[config.mk]
export PLATFORM = sky130hd
export DESIGN_NAME = sca_ctrl
export DESIGN_NICKNAME = d
export VERILOG_FILES = /design/src/rtl/sca_pkg.sv /design/src/rtl/sca_ctrl.sv
export SDC_FILE = /design/constraint.sdc
export NUM_CORES = 1
export LEC_CHECK = 0
export BUFFER_PORTS_ARGS = -buffer_cell sky130_fd_sc_hd__clkbuf_2
export CORE_AREA = 4 4 41 43
export DETAILED_ROUTE_END_ITERATION = 10
export DIE_AREA = 0 0 45 47
export PLACE_DENSITY = 0.48
export SYNTH_ARGS = -nofsm -noshare
export SYNTH_HDL_FRONTEND = slang
export SYNTH_SLANG_ARGS = --single-unit
[constraint.sdc]
create_clock -name clk_i -period 1 [get_ports clk_i]
set_input_delay 0.2 -clock clk_i [delete_from_list [all_inputs] [get_ports clk_i]]
set_output_delay 0.2 -clock clk_i [all_outputs]
set_load 0.03 [all_outputs]
[src/rtl/sca_pkg.sv]
// Shared types and constants of the size-class slab allocator.
`timescale 1ns / 1ps

package sca_pkg;

  // Fixed field widths of the request and result
  localparam int SIZE_W     = 32;
  localparam int ADDR_W     = 18;
  localparam int LINK_AW    = 15;
  localparam int LINK_DEPTH = 32768;
  localparam int HEAD_W     = 16;

  // Packed stream widths, padded to whole bytes
  localparam int IN_TDATA_W  = 56;
  localparam int OUT_TDATA_W = 24;

  // Request kinds carried on tuser
  localparam logic REQ_ALLOC = 1'b0;
  localparam logic REQ_FREE  = 1'b1;

  typedef enum logic [1:0] {
    STAT_OK        = 2'd0,
    STAT_NULL      = 2'd1,
    STAT_TOO_LARGE = 2'd2,
    STAT_OOM       = 2'd3
  } status_e;

  typedef enum logic [2:0] {
    S_IDLE,
    S_DECODE,
    S_CLS_RD,
    S_CLS_EVAL,
    S_LINK_WB,
    S_RESP
  } state_e;

  // Controller to datapath commands
  typedef struct packed {
    logic capture;
    logic decode;
    logic cls_rd;
    logic cls_eval;
    logic link_wb;
    logic load_out;
  } ctrl_cmd_t;

  // Datapath to controller status
  typedef struct packed {
    logic bad;
    logic is_free;
    logic head_valid;
    logic out_room;
  } dp_sts_t;

endpackage

[src/rtl/sca_ctrl.sv]
// Controller: sequences each request through decode, class lookup, link access and response.
`timescale 1ns / 1ps

module sca_ctrl
  import sca_pkg::*;
(
  input  logic      clk_i,
  input  logic      rst_ni,
  input  logic      in_valid_i,
  output logic      in_ready_o,
  input  dp_sts_t   sts_i,
  output ctrl_cmd_t cmd_o
);

  state_e state_q, state_d;

  // Next state
  always_comb begin
    state_d = state_q;
    case (state_q)
      S_IDLE:     if (in_valid_i) state_d = S_DECODE;
      S_DECODE:   state_d = S_CLS_RD;
      S_CLS_RD:   state_d = sts_i.bad ? S_RESP : S_CLS_EVAL;
      S_CLS_EVAL: state_d = (!sts_i.is_free && sts_i.head_valid) ? S_LINK_WB : S_RESP;
      S_LINK_WB:  state_d = S_RESP;
      S_RESP:     if (sts_i.out_room) state_d = S_IDLE;
      default:    state_d = S_IDLE;
    endcase
  end

  // Outputs
  always_comb begin
    cmd_o      = '0;
    in_ready_o = 1'b0;
    case (state_q)
      S_IDLE: begin
        in_ready_o    = 1'b1;
        cmd_o.capture = in_valid_i;
      end
      S_DECODE:   cmd_o.decode   = 1'b1;
      S_CLS_RD:   cmd_o.cls_rd   = !sts_i.bad;
      S_CLS_EVAL: cmd_o.cls_eval = 1'b1;
      S_LINK_WB:  cmd_o.link_wb  = 1'b1;
      S_RESP:     cmd_o.load_out = sts_i.out_room;
      default:    cmd_o = '0;
    endcase
  end

  always_ff @(posedge clk_i or negedge rst_ni) begin
    if (!rst_ni) begin
      state_q <= S_IDLE;
    end else begin
      state_q <= state_d;
    end
  end

  // The link write-back only follows a class evaluation
  a_link_after_eval: assert property (@(posedge clk_i) disable iff (!rst_ni)
    (state_q == S_LINK_WB) |-> ($past(state_q) == S_CLS_EVAL))
    else $error("link write-back without class evaluation");

  // An accepted request always starts decoding next
  a_accept_decode: assert property (@(posedge clk_i) disable iff (!rst_ni)
    (state_q == S_IDLE && in_valid_i) |=> (state_q == S_DECODE))
    else $error("accepted request not decoded");

  // A pop never reaches the write-back for a free request
  a_free_no_pop: assert property (@(posedge clk_i) disable iff (!rst_ni)
    (state_q == S_CLS_EVAL && sts_i.is_free) |=> (state_q == S_RESP))
    else $error("free request entered the pop path");

endmodule
======== Word level (Yosys, flattened, before mapping) ========
Cells that the tools add are included.
word-level totals
  logic and storage cells ................. 25
  bits in registers ....................... 3
  output and inout bits ................... 7
operators by class
  reduce and logical (&&, ||, !) cells .... 5
  eq/ne operators ......................... 7
  muxes and demuxes ....................... 12
operators by type and width
  kind                                           count
  one-hot mux 3 bit (6 select lines)             1
  2-to-1 mux 3 bit                               3
  2-to-1 mux 1 bit                               8
  == test 3 x 2 -> 1 bit, second input constant  2
  == test 3 bit, second input constant           2
  inequality test 2 bit, second input constant   2
  == test 3 x 1 -> 1 bit, second input constant  1
  logical NOT 3 bit                              1
  logical NOT 1 bit                              2
  AND reduction 2 bit                            1
  logical AND 1 bit                              1

======== Logic depth before layout (Yosys ltp) ========
  depth in word-level cells ............... 4
  depth in mapped cells ................... 3

======== Worst setup path before layout ========
No wires, ideal clock.
  path type ............................... flip-flop to output port
  start ................................... register state_q[2]
  end ..................................... output port cmd_o[3] (netlist bit)
  arrival time ............................ 1.332 ns
  buffers on the path ..................... 1
  setup slack ............................. -0.532 ns
  cell stages (with the launch flop) ...... 4
  cells stage by stage .................... dfrtp_1 buf_6 nand2b_2 nor3_1
RTL lines
  what                    RTL line        text
  start, declared         sca_ctrl.sv:15  state_e state_q, state_d;
  start signal, assigned  sca_ctrl.sv:53  state_q <= state_d;
  end, declared           sca_ctrl.sv:12  output ctrl_cmd_t cmd_o

==> metrics.md <==
| Metric | Value |
|---|---|
| Status | complete, but fails checks |
| Failing checks | negative setup slack |
| # diodes | 0 |
| Vias in the first global route | 291 |
| Die footprint | 0.00212 sq mm |
| Sum of negative setup slack | -2.55 ns |
| Largest net degree at the start of global routing | 8 |
| Worst-Margin Slew | 0.270 ns |
| Synth Cell Area | 213 sq um |
| Clock Path Buffers | 2 |
| Placed cell count | 57 |
| Drt wl/cell | 12.0 microns |
| Utilization after layout | 0.403 |
| Vias | 265 |
| Final Max Slew Viols | 0 |
| Syn Nets | 31 |
| Final-report hold violation count | 0 |
| Critical Path AT | 1.19 ns |
| Final std cells w/o fill | 64 |
| Crit-path max FO | 7 |
| Biggest register | state_q |
| PnR worst setup slack | -0.388 ns |
| Worst IR Drop VDD | 1.21 mV |
| Rel. slew slack | 0.820 |
| Largest regs | state_q x3 |
| Initial antenna violation count | 0 |
| Dpl ws | -0.225 ns |
| CP Capture Type | output port |
| Num CTS Buffers | 3 |
| Total chip power | 1.78 mW |
| Tmin final | 1.39 ns |
| Max-cap violations | 0 |
| Routed Antenna Nets | 0 |
| Synth Area per Inst | 8.86 sq um |
| RePlAce Congestion | 0.677 |
| DR vias/cell | 4.14 |
| # port buffers | 13 |
| Io pins | 14 |
| Sequential fraction of the synthesis area | 0.353 |
| Synth Register Bits | 3 |
| Final setup fails | 8 |
| RSZ-0062 raised after global routing | yes |
| Most frequent cells in the layout | 6 x clkbuf_2, 6 x buf_4, 4 x clkbuf_8 |
| Crit path kind | reg2out |
| Worst-Skew Late Latency | 0.23 ns |
| First-pass GRT wire length | 1180 microns |
| Crit path launch type | flop |
| CTS tree | yes |
| H-tree depth | 1 |
| DRT Wirelength | 770 microns |
| Standard-cell rows | 13 |
| Reg clk slew, reported paths | 0.04 ns |
| Leak pwr | 0.233 nW |
| Max reg flops | 3 |
| GRT Util Overall | 0.0863 |
| Initial core utilization | 0.163 |
| Iteration-0 DRC count of the detailed router | 0 |
| Grt ovf | 0 |
| Final Hold Slack | 0.272 ns |
| DRC | 0 |
| Area Growth Syn to Fin | 146% |
| DP HPWL | 481 microns |
| Yosys warns | 0 |
| Highest Clock Rate | 721 MHz |
| Pwr Density | 3400 mW/mm^2 |
| CTS Sinks | 3 |
| Design area | 524 sq um |
| Post-synth cell types | 18 |
| Area post-placement | 359 sq um |
| Die Ht | 47 microns |
| Mapped Cells | 24 |
| TritonRoute pass-1 iters | 1 |
| Hold Path Class | in2reg |
| Core Area | 0.00130 sq mm |
| Final nets | 57 |
| Critical Path RT | 0.80 ns |
| Final worst-path cycle share | 1.39 |
| CTS root buf | clkbuf_4 |
| Die X | 45 microns |
| Proportion of layout cells with a drive suffix above 1 | 0.837 |
| Clock Skew | 0.00182 ns |
## cell families (layout without fill, tap and decap cells)
group	Yosys count	after routing	share of synthesized area
flip-flops	3	3	0.353
buffers and inverters	3	28	0.0882
AND/OR/NAND/NOR	13	13	0.400
AO/OA/AOI/OAI	5	5	0.159
## where the power goes
part           switching, mW  internal [mW]
Sequential             0.148          0.188
Combinational          0.572          0.660
Clock                 0.0624          0.150
Total                  0.783          0.997
## worst max-delay path: stages, from the launching register on
cell and delay [ns]:
dfrtp_2 0.50, nor2b_4 0.16, and3_4 0.19, buf_8 0.12
## final timing paths
kind | startpoint | end | slack, ns | cells past startpoint
max reg2reg | state_q[0] | state_q[0] | -0.13 | 5
min | sts_i[2] | state_q[0] | 0.27 | 3
max | state_q[1] | cmd_o[0] | -0.39 | 3
max in group asynchronous | rst_ni | state_q[1] | 0.58 | 2
min in group asynchronous | rst_ni | state_q[0] | 0.30 | 2
min reg2reg | state_q[2] | state_q[1] | 0.66 | 2
## routing by layer
| layer | routed length, microns | share of wire | global-route usage |
|---|---|---|---|
| met3 | 40 | 0.052 | 0.0421 |
| met5 | 0 | 0 | 0 |
| met1 | 220 | 0.29 | 0.0732 |
| met4 | 19 | 0.025 | 0.105 |
| met2 | 490 | 0.64 | 0.136 |
## final cells by class
| cell class | count | area, sq um |
|---|---|---|
| Clock buffer | 4 | 26.3 |
| Fill cell | 135 | 777 |
| Inverter | 2 | 12.5 |
| Multi-Input combinational cell | 18 | 184 |
| Sequential cell | 3 | 78.8 |
| Tap cell | 15 | 18.8 |
| Timing Repair Buffer | 22 | 204 |
## synth_stat cells
master    number  area share
nor2_1         4       0.071
dfrtp_1        3        0.35
nor3_1         2       0.047
a21oi_1        1       0.024
a21oi_2        1       0.041
and2_1         1       0.029
and3_1         1       0.029
buf_6          1       0.053
inv_1          1       0.018
inv_2          1       0.018
nand2b_2       1       0.041
nor2b_2        1       0.041
nor3_2         1       0.047
nor3b_1        1       0.035
nor3b_2        1       0.059
o21ai_1        1       0.024
o22ai_1        1       0.029
o32ai_1        1       0.041
## repair_timing
action                                  in CTS  in global routing
endpoints found under the setup margin       9                 10
hold endpoints to repair                     3                  0
hold buffers                                 1                  0
gates resized for setup                     20                 11
buffers inserted                             0                  2
pin swaps                                    3                  2
Note: power is estimated with default switching activity, not from simulation.
